**src/rtl/binary_image_thinning_core_defines.svh**
```systemverilog
// ----------------------------------------------------------------------------
// Assertion macros for the thinning core
// Shared concurrent check wrappers, clocked on clk and held off by rst.
// ----------------------------------------------------------------------------
`ifndef BINARY_IMAGE_THINNING_CORE_DEFINES_SVH
`define BINARY_IMAGE_THINNING_CORE_DEFINES_SVH

// property that must hold at every edge outside reset
`define BITC_ASSERT(lbl, prop, msg) \
  lbl: assert property (@(posedge clk) disable iff (rst) (prop)) else $error(msg);

// antecedent in one cycle forces consequent in the next
`define BITC_ASSERT_NEXT(lbl, ante, cons, msg) \
  lbl: assert property (@(posedge clk) disable iff (rst) (ante) |=> (cons)) else $error(msg);

`endif

```
**src/rtl/bitc_pkg.sv**
```systemverilog
// ----------------------------------------------------------------------------
// bitc_pkg
// Types, constants and the per-pixel deletion test of the thinning core.
// ----------------------------------------------------------------------------
package bitc_pkg;

  localparam int DEF_MAX_COLUMNS = 64;
  localparam int DEF_MAX_ROWS    = 64;

  localparam int PIX_W    = 64;   // row word width on the ports
  localparam int ROWNUM_W = 6;
  localparam int PASS_W   = 13;
  localparam int CFG_W    = 7;

  localparam logic [PASS_W-1:0] PASS_LIMIT = PASS_W'(4096);
  localparam logic [CFG_W-1:0]  CFG_RESET  = CFG_W'(64);

  typedef enum logic [1:0] {
    ST_LOAD,
    ST_THIN,
    ST_EMIT_RD,
    ST_EMIT_LD
  } state_t;

  typedef struct packed {
    logic second;   // second subiteration end-point term
    logic row_ok;   // current row is an interior row
  } mark_ctl_t;

  // n = {n7..n0}: S, SW, W, NW, N, NE, E, SE in bits 0..7
  function automatic logic guo_hall_mark(input logic [7:0] n, input logic second);
    logic [2:0] conn;
    logic [2:0] a;
    logic [2:0] b;
    logic [2:0] m;
    logic       endp;
    conn = 3'(~n[0] & (n[1] | n[2])) + 3'(~n[2] & (n[3] | n[4]))
         + 3'(~n[4] & (n[5] | n[6])) + 3'(~n[6] & (n[7] | n[0]));
    a = 3'(n[0] | n[1]) + 3'(n[2] | n[3]) + 3'(n[4] | n[5]) + 3'(n[6] | n[7]);
    b = 3'(n[1] | n[2]) + 3'(n[3] | n[4]) + 3'(n[5] | n[6]) + 3'(n[7] | n[0]);
    m = (a < b) ? a : b;
    if (second) begin
      endp = n[4] & (n[5] | n[6] | ~n[3]);
    end else begin
      endp = n[0] & (n[1] | n[2] | ~n[7]);
    end
    return (conn == 3'd1) && (m >= 3'd2) && (m <= 3'd3) && !endp;
  endfunction

endpackage

```
**src/rtl/bitc_row_mem.sv**
```systemverilog
// ----------------------------------------------------------------------------
// bitc_row_mem
// Image row store: one write port, one read port, registered read data.
// ----------------------------------------------------------------------------
module bitc_row_mem import bitc_pkg::*; #(
  parameter int WIDTH = DEF_MAX_COLUMNS,
  parameter int DEPTH = DEF_MAX_ROWS
) (
  input  logic                     clk,
  input  logic                     we,
  input  logic [$clog2(DEPTH)-1:0] waddr,
  input  logic [WIDTH-1:0]         wdata,
  input  logic                     re,
  input  logic [$clog2(DEPTH)-1:0] raddr,
  output logic [WIDTH-1:0]         rdata
);

  logic [WIDTH-1:0] mem [DEPTH];

  always_ff @(posedge clk) begin
    if (we) begin
      mem[waddr] <= wdata;
    end
  end

  // read data holds while re is low
  always_ff @(posedge clk) begin
    if (re) begin
      rdata <= mem[raddr];
    end
  end

endmodule

```
**config.mk**
```make
export PLATFORM = sky130hd
export DESIGN_NAME = bitc_row_mem
export DESIGN_NICKNAME = d
export VERILOG_FILES = /design/src/rtl/binary_image_thinning_core_defines.svh /design/src/rtl/bitc_pkg.sv /design/src/rtl/bitc_row_mem.sv
export SDC_FILE = /design/constraint.sdc
export NUM_CORES = 2
export LEC_CHECK = 0
export BUFFER_PORTS_ARGS = -buffer_cell sky130_fd_sc_hd__buf_2
export CAP_MARGIN = 25
export CORE_ASPECT_RATIO = 1.25
export CORE_MARGIN = 1.5
export CORE_UTILIZATION = 56
export DETAILED_ROUTE_END_ITERATION = 10
export PLACE_DENSITY = 0.72
export SYNTH_ARGS = -nofsm -noshare
export SYNTH_HDL_FRONTEND = slang
export SYNTH_SLANG_ARGS = --single-unit
```
**constraint.sdc**
```tcl
create_clock -name clk -period 20.1 [get_ports clk]
set_clock_uncertainty 0.2 [all_clocks]
set_input_delay 3.015 -clock clk [delete_from_list [all_inputs] [get_ports clk]]
set_output_delay 3.015 -clock clk [all_outputs]
set_load 0.03 [all_outputs]
```
==> metrics.yaml <==
die_w_um: 476.6
cts_setup_buffers: 0
drc_errors: 0
max_freq_mhz: 138.2
synth_flop_cell: "edfxtp_1"
clock_latency_ps: 930
path_max_fanout: 88
place.gp.congestion: 0.8057
drt_first_pass_iters: 7
cts_sinks: 4160
post-route-util_pct: 62.91
cts_tree: "built"
routed_wl_um: 424500
wl_per_cell_um: 38.45
numPortBuffers: 142
fin_crit_sh_pct: 36.00
fin_hold_ws_ps: 717.0
nets: 7079
initial_core_util_pct: 56.25
cts_root_buf: "clkbuf_16"
first_iter_violations: 12000
drv_cap: 0
vdd_drop_max_mv: 0.09171
postCtsResizedCells: 0
hold_viol: 0
synth-edff-count: 4160
synth.avg_cell_area_um2: 23.79
status: "finished clean"
cp_num_buf_inv: 4
ys_types: 32
ff2ff_setup_slack_ps: 17570
grt_pass1_wl_um: 590300
p_per_area_mw_per_mm2: 99.55
viasPerCell: 6.960
clockBufferDepth: 4
yosysWarnings: 0
vias: 76830
grt_usage_pct: 29.84
p_total_mw: 17.48
slowest_stage: "buf_4"
h-tree-depth: 5
postRouteAntennaNets: 0
cts_made_buffers: 379
cp-start-kind: "input pin"
critPathTopFamily: "buffers and inverters"
stdcell_count: 11040
cp-startpoint: "raddr[0]"
worst_hold_path_type: "register to register"
grt_max_degree: 138
hold_buffers: 0
synthToLayoutAreaGrowth_pct: 11.86
postLayoutCellArea_mm2: 0.1756
fp.dieH_um: 595.0
cp.arrival_ps: 7640
tightest_slew_ps: 1162
syn_inst: 6598
grt_overflow: 0
syn_nets: 6677
async_reset_ff_share_pct: 0
antenna_found_initial: 31
first_global_vias: 76770
setup_violations: 0
die_area_mm2: 0.2835
drive_above_1_share_pct: 27.93
yosysSeqAreaShare_pct: 79.57
place_ws_ps: 11880
finalSetupTns_ps: 0
critPathMaxStageDelay_ps: 860
io_pins: 143
cp_cell_sequence: "buf_12 -> buf_4 -> buf_12 -> buf_4 -> mux4_2 -> mux2i_1 -> nand2_1 -> a31oi_1 -> a211oi_1"
crit_type: "input pin to register"
timing.rr.start: "mem[11][16]"
p_leak_nw: 54.55
setup_ws_ps: 12860
clkTransAtPathRegs_ps: 60
synth-seq-cells: 4160
core_mm2: 0.2791
place_inst: 10310
place_area_mm2: 0.1631
period_needed_ps: 7236
hp-start: "mem[39][62]"
num_rows: 217
maxSlewViolCount: 0
dpl.hpwl_um: 222200
rsz0062_at_grt: "no"
synth_area_mm2: 0.1570
slew_headroom_pct: 22.50
required_ps: 20510
endpoint_kind: "register"
## Yosys cell counts, types with 45 or more instances
cell      number  share of area [%]
edfxtp_1    4160                 80
mux4_2      1024                 15
buf_2        170               0.54
a22oi_1      168               0.80
clkbuf_1     140               0.33
mux2i_1      135               0.86
nor2_1       112               0.27
a22o_1        88               0.49
o22ai_1       83               0.33
and3_1        64               0.26
a211oi_1      63               0.30
nand2_1       58               0.14
nand3_1       45               0.14
## cells in the final DEF (no fill, tap or decap), types with 45 or more instances in the layout
cell type	count
a211oi_1	63
a22o_1	88
a22oi_1	168
and3_1	64
buf_12	50
buf_2	138
buf_4	195
clkbuf_1	75
clkbuf_16	388
clkinv_1	87
clkinv_2	71
edfxtp_1	4160
mux2i_1	135
mux4_2	1024
nand2_1	56
nand3_1	45
nor2_1	47
nor2_4	65
o22ai_1	83
## power by group
| group | leakage, nW | total [mW] | internal [mW] | switching [mW] |
|---|---|---|---|---|
| logic | 11.3 | 0.831 | 0.301 | 0.529 |
| clock network | 5.78 | 7.00 | 3.88 | 3.12 |
| registers | 37.5 | 9.65 | 9.62 | 0.0284 |
## tightest hold or removal path: cells and delay by family (launching register included)
family	cells	cell delay, ps
flip-flops	1	310
AO/OA/AOI/OAI	1	60
AND/OR/NAND/NOR	2	240
multiplexers	1	220
## sequential cells by signal, summed over array words and instances (netlist names)
| register | count |
|---|---|
| rdata | 64 |
| mem | 4096 |
## per-layer routing
metal	share of wire, %	track usage (%)	wire, um
met1	34	39.52	144400
met2	50	49.35	212600
met3	11	5.213	46270
met4	5.0	12.83	21050
met5	0.035	0	148
## cell families after synthesis
| group | after synthesis | share of synthesized area [%] |
|---|---|---|
| buf+inv | 389 | 1.176 |
| simple gates | 386 | 1.235 |
| mux | 1159 | 15.55 |
| compound gates | 504 | 2.467 |
| flops | 4160 | 79.57 |
## final timing paths
kind / end / cells past startpoint
max reg2reg: rdata[16] / 5
min reg2reg: rdata[62] / 4
max: rdata[17] / 9
min: rdata[62] / 4
## cell type report
| class | count | area, um2 |
|---|---|---|
| diodes | 17 | 42.54 |
| clock buffers | 463 | 9991 |
| clock inverters | 216 | 1817 |
| fillers | 18060 | 103500 |
| inverters | 19 | 71.32 |
| multi-input cells | 2049 | 30780 |
| flip-flops and latches | 4160 | 124900 |
| well taps | 3723 | 4658 |
| repair buffers | 391 | 3326 |
(Power assumes the default switching activity.)
