File: src/rtl/binary_image_thinning_core_defines.svh
// ----------------------------------------------------------------------------
// Assertion macros for the thinning core
// Shared concurrent check wrappers, clocked on clk and held off by rst.
// ----------------------------------------------------------------------------
`ifndef BINARY_IMAGE_THINNING_CORE_DEFINES_SVH
`define BINARY_IMAGE_THINNING_CORE_DEFINES_SVH

// property that must hold at every edge outside reset
`define BITC_ASSERT(lbl, prop, msg) \
  lbl: assert property (@(posedge clk) disable iff (rst) (prop)) else $error(msg);

// antecedent in one cycle forces consequent in the next
`define BITC_ASSERT_NEXT(lbl, ante, cons, msg) \
  lbl: assert property (@(posedge clk) disable iff (rst) (ante) |=> (cons)) else $error(msg);

`endif

File: src/rtl/bitc_pkg.sv
// ----------------------------------------------------------------------------
// bitc_pkg
// Types, constants and the per-pixel deletion test of the thinning core.
// ----------------------------------------------------------------------------
package bitc_pkg;

  localparam int DEF_MAX_COLUMNS = 64;
  localparam int DEF_MAX_ROWS    = 64;

  localparam int PIX_W    = 64;   // row word width on the ports
  localparam int ROWNUM_W = 6;
  localparam int PASS_W   = 13;
  localparam int CFG_W    = 7;

  localparam logic [PASS_W-1:0] PASS_LIMIT = PASS_W'(4096);
  localparam logic [CFG_W-1:0]  CFG_RESET  = CFG_W'(64);

  typedef enum logic [1:0] {
    ST_LOAD,
    ST_THIN,
    ST_EMIT_RD,
    ST_EMIT_LD
  } state_t;

  typedef struct packed {
    logic second;   // second subiteration end-point term
    logic row_ok;   // current row is an interior row
  } mark_ctl_t;

  // n = {n7..n0}: S, SW, W, NW, N, NE, E, SE in bits 0..7
  function automatic logic guo_hall_mark(input logic [7:0] n, input logic second);
    logic [2:0] conn;
    logic [2:0] a;
    logic [2:0] b;
    logic [2:0] m;
    logic       endp;
    conn = 3'(~n[0] & (n[1] | n[2])) + 3'(~n[2] & (n[3] | n[4]))
         + 3'(~n[4] & (n[5] | n[6])) + 3'(~n[6] & (n[7] | n[0]));
    a = 3'(n[0] | n[1]) + 3'(n[2] | n[3]) + 3'(n[4] | n[5]) + 3'(n[6] | n[7]);
    b = 3'(n[1] | n[2]) + 3'(n[3] | n[4]) + 3'(n[5] | n[6]) + 3'(n[7] | n[0]);
    m = (a < b) ? a : b;
    if (second) begin
      endp = n[4] & (n[5] | n[6] | ~n[3]);
    end else begin
      endp = n[0] & (n[1] | n[2] | ~n[7]);
    end
    return (conn == 3'd1) && (m >= 3'd2) && (m <= 3'd3) && !endp;
  endfunction

endpackage

File: src/rtl/bitc_mark_row.sv
// ----------------------------------------------------------------------------
// bitc_mark_row
// Deletion marks for one row from the rows above, at and below it.
// ----------------------------------------------------------------------------
module bitc_mark_row import bitc_pkg::*; #(
  parameter int MAX_COLUMNS = DEF_MAX_COLUMNS
) (
  input  logic [MAX_COLUMNS-1:0] up,
  input  logic [MAX_COLUMNS-1:0] mid,
  input  logic [MAX_COLUMNS-1:0] dn,
  input  logic [MAX_COLUMNS-1:0] int_mask,
  input  mark_ctl_t              ctl,
  output logic [MAX_COLUMNS-1:0] marks
);

  // _l: bit c holds column c-1, _r: bit c holds column c+1
  logic [MAX_COLUMNS-1:0] up_l, up_r, mid_l, mid_r, dn_l, dn_r;

  assign up_l  = {up[MAX_COLUMNS-2:0], 1'b0};
  assign mid_l = {mid[MAX_COLUMNS-2:0], 1'b0};
  assign dn_l  = {dn[MAX_COLUMNS-2:0], 1'b0};
  assign up_r  = {1'b0, up[MAX_COLUMNS-1:1]};
  assign mid_r = {1'b0, mid[MAX_COLUMNS-1:1]};
  assign dn_r  = {1'b0, dn[MAX_COLUMNS-1:1]};

  always_comb begin
    for (int c = 0; c < MAX_COLUMNS; c++) begin
      marks[c] = ctl.row_ok & int_mask[c] & mid[c]
               & guo_hall_mark({dn_r[c], mid_r[c], up_r[c], up[c],
                                up_l[c], mid_l[c], dn_l[c], dn[c]}, ctl.second);
    end
  end

endmodule

File: config.mk
export PLATFORM = sky130hd
export DESIGN_NAME = bitc_mark_row
export DESIGN_NICKNAME = d
export VERILOG_FILES = /design/src/rtl/binary_image_thinning_core_defines.svh /design/src/rtl/bitc_pkg.sv /design/src/rtl/bitc_mark_row.sv
export SDC_FILE = /design/constraint.sdc
export NUM_CORES = 1
export LEC_CHECK = 0
export BUFFER_PORTS_ARGS = -buffer_cell sky130_fd_sc_hd__buf_2
export CORE_MARGIN = 2
export CORE_UTILIZATION = 45
export DETAILED_ROUTE_END_ITERATION = 16
export PLACE_DENSITY = 0.73
export SYNTH_ARGS = -nofsm -noshare
export SYNTH_HDL_FRONTEND = slang
export SYNTH_SLANG_ARGS = --single-unit
File: constraint.sdc
create_clock -name vclk -period 3
set_input_delay 0.15 -clock vclk [all_inputs]
set_output_delay 0.15 -clock vclk [all_outputs]
set_load 0.01 [all_outputs]
==> out/results.env <==
DPL.HPWL_MM=48.48
DIE_H_UM=214.2
TOP_LAYER_USED='met5'
SETUP_REPAIR_AFTER_GLOBAL_ROUTING_MISSED_ITS_MARGIN='yes'
NUMBER_OF_FLIP_FLOPS_AND_LATCHES=0
HOLD_PATH_END='marks[23]'
FINAL.MIN_CLOCK_PERIOD_PS=2934
SYN_TO_FINAL_GROWTH_PCT=20.77
DP_CELLS=3867
CP_DATA_REQUIRED_TIME_PS=2850
FINALWIRELENGTH_MM=55.91
WL_MET3_MM=3.107
SETUP.WORST_PATH.END_CLASS='output pin'
TIMING.CRITICAL_PATH.CELLS='buf_2 > or2_2 > maj3_1 > ha_1 > ha_1 > and3b_1 > nor4bb_1 > mux2i_1 > and3_1 > a211oi_2 > buf_2'
CRITICAL_PATH.TOP_DELAY_FAMILY='simple AND/OR/NAND/NOR gates'
ROUTED-VIA-COUNT=20760
WIDTH_OF_THE_DIE_UM=214.2
WORST_PIN_SLEW_PS=515.0
MET2_LENGTH_MM=26.26
MET1_LENGTH_MM=25.01
POWER.LEAKAGE_nW=12.31
FLOORPLAN.INITIALDENSITY_PCT=45.26
VIAS_PER_CELL=5.358
DRTANTENNAVIOLNETS=0
CTSHOLDBUFFERS=0
DRT_ITER0_MARKERS=1234
CRITPATHBUFINV=2
GLOBALROUTEOVERFLOWTOTAL=0
SETUP.WORST_PATH.CLASS='in2out'
SYNTH.LARGEST_AREA_CELL='ha_1'
TIMING.CRITICAL_PATH.SLOWEST_CELL_DELAY_PS=370
LAYOUT_WORST_PATH_CYCLE_SHARE_PCT=97.81
SYNTH.MUX.AREA_FRACTION_PCT=1.592
SEQ_AREA_UM2=0
GROUTE.USAGE.OVERALL_PCT=23.53
NUM_IO_PINS=322
POST_SYNTH_MOST_FREQUENT_CELLS='nor2_1, ha_1, inv_1, a21oi_1, nand2_1'
POWER-PER-CELL-AREA_mW_PER_MM2=222.2
MAIN_COMBINATIONAL_CELL_FAMILY_BY_AREA_AFTER_SYNTHESIS='adder cells'
SYNTH-SIMPLE-AREA-SHARE_PCT=23.46
SYNTH-SEQ-AREA-SHARE_PCT=0
MIN-DELAY-PATH-CLASS='in2out'
STD_CELL_CORE_AREA_MM2=0.04393
TIMING.FINAL.HOLD_VIOLATIONS=0
REMAINING_DRC_ERRORS=0
NFILLCELLS=4412
GRT_START_MAX_NET_PINS=39
FINAL_LAYOUT_SIZE_SUFFIX_GT1_SHARE_PCT=18.74
SYN-MEAN-INSTANCE-AREA_UM2=7.200
ACHIEVABLE-FREQUENCY_MHz=340.8
FINAL-MAX-SLEW-VIOLATION-COUNT=0
FINAL_NETS=4164
SYNTH-WARNING-COUNT=0
SYNTH_XOR_AREA_SHARE_PCT=8.054
POWER.IR.VDD_WORST_V=0.0001162
MAX_CAPACITANCE_VIOLATION_COUNT=0
NETLIST-CELL-TYPE-COUNT=49
SLEW_HEADROOM_PCT=65.67
NCLKBUFFERS=0
DR.PASS1.ITERS=5
SETUP-VIOLATIONS-FINAL=0
NUMBER_OF_GLOBAL_ROUTE_VIAS_BEFORE_REPAIR=19950
SYNTHESIS.INSTANCES=2762
YOSYS.AREA_SHARE.ADDER_PCT=45.11
GRT_FIRST_PASS_WIRELENGTH_MM=93.06
ROUTABILITYCONGESTION=0.9095
NUMBER_OF_ANTENNA_VIOLATIONS_AT_THE_FIRST_CHECK_IN_GLOBAL_ROUTING=19
STATUS='finished clean'
FINAL_NON_FILLER_CELLS=3874
CP_DATA_ARRIVAL_TIME_PS=2780
FIN_HOLD_WS_PS=623.8
SYNTH_TOP_AREA_SHARE_PCT=35.30
POST-ROUTE-UTIL_PCT=54.67
NETLIST_AREA_MM2=0.01989
YS_TOP_CELLS_BY_AREA='ha_1, nor2_1, inv_1'
DIE-AREA_MM2=0.04589
FLOORPLAN.ROWS=77
AVGROUTEDWIREPERCELL_UM=14.43
CRITPATHLAUNCHTYPE='primary input'
PLACEMENT.IO_BUFFERS=322
WHS_PATH_DEPTH=4
COMPOUND_CELL_AREA_SHARE_OF_THE_YOSYS_NETLIST_PCT=14.42
HOLDCRITSTARTPOINT='int_mask[23]'
CRITPATHSLOWESTCELL='maj3_1'
CRITPATHMAXFANOUT=4
SYNTH_FP_NETS=3648
COUNT_LEADER_SYNTH='nor2_1'
layout by cell type, fill, tap and decap left out, types with 4 or more instances in the layout:
cell       instances
a211oi_1          30
a211oi_2           7
a21oi_1          202
a311oi_1           6
a311oi_2           4
a31oi_1            4
buf_2            319
buf_4            213
diode_2            6
fa_1              67
ha_1             561
inv_1            367
maj3_1            61
mux2_2            21
mux2i_1            8
nand2_1          132
nand2b_1          63
nand3_1           92
nand4_1           48
nor2_1           582
nor2_2            19
nor2_4             4
nor2b_1            4
nor3_1            31
nor4_1            17
nor4_2             4
nor4bb_1          25
o2111a_1           8
o2111ai_1         29
o21ai_0           10
o21bai_1          66
o22a_1            53
or2_2              7
xnor2_1           85
xor2_1            90
per-layer routing:
metal / vias to the layer above / track usage [%]
met4: 16 / 5.995
met2: 528 / 41.09
met3: 103 / 2.879
met5: - / 0
met1: 9537 / 30.61
li1: 10570 / -
layout make-up:
cell class | count | area [um2] | share of cell area (%)
timing repair buffer | 535 | 3256 | 13.56
tap | 592 | 740.7 | 3.084
multi-input combinational | 2373 | 18620 | 77.55
inverter | 368 | 1381 | 5.752
antenna | 6 | 15.01 | 0.06252
report_power, final:
group / leakage [nW] / internal, mW / total, mW / switching, mW
sequential: 0 / 0 / 0 / 0
combinational: 12.3 / 2.54 / 5.34 / 2.79
clock: 0.0000380 / 0.000000268 / 0.000000268 / 0
cell families after synthesis:
group,count (synthesis)
buf+inv,389
mux,29
compound gates,434
xor+xnor,178
fa+ha+maj,689
simple gates,1043
repair_timing:
action | in CTS | in global routing
resized for setup | 1 | 49
setup endpoints to repair | 1 | 26
pin swaps | 0 | 6
setup buffers | 0 | 1
stage by stage:
| step | instance area (um2) | setup TNS (ps) | power [mW] | worst slack [ps] |
|---|---|---|---|---|
| 2_1_floorplan | 19890 | 0 | 3.786 | 333.6 |
| 3_3_place_gp | 23790 | 0 | 5.087 | 29.71 |
| 3_5_place_dp | 23790 | -1.475 | 5.242 | -1.475 |
| 4_1_cts | 23790 | 0 | 5.279 | 15.61 |
| 5_1_grt | 24020 | -148.0 | 6.162 | -68.68 |
| 6_report | 24020 | 0 | 5.336 | 65.69 |
worst max-delay path by stage:
stage | end | startpoint | slack [ps] | depth (start not counted)
after global routing | marks[2] | up[2] | -70 | 14
after floorplan | marks[24] | dn[23] | 330 | 10
after detailed placement | marks[2] | up[2] | -1 | 14
after global placement | marks[2] | up[2] | 30 | 14
final | marks[2] | mid[1] | 70 | 11
after CTS | marks[2] | mid[1] | 20 | 14
No activity file was read; power rests on OpenSTA's default activity.
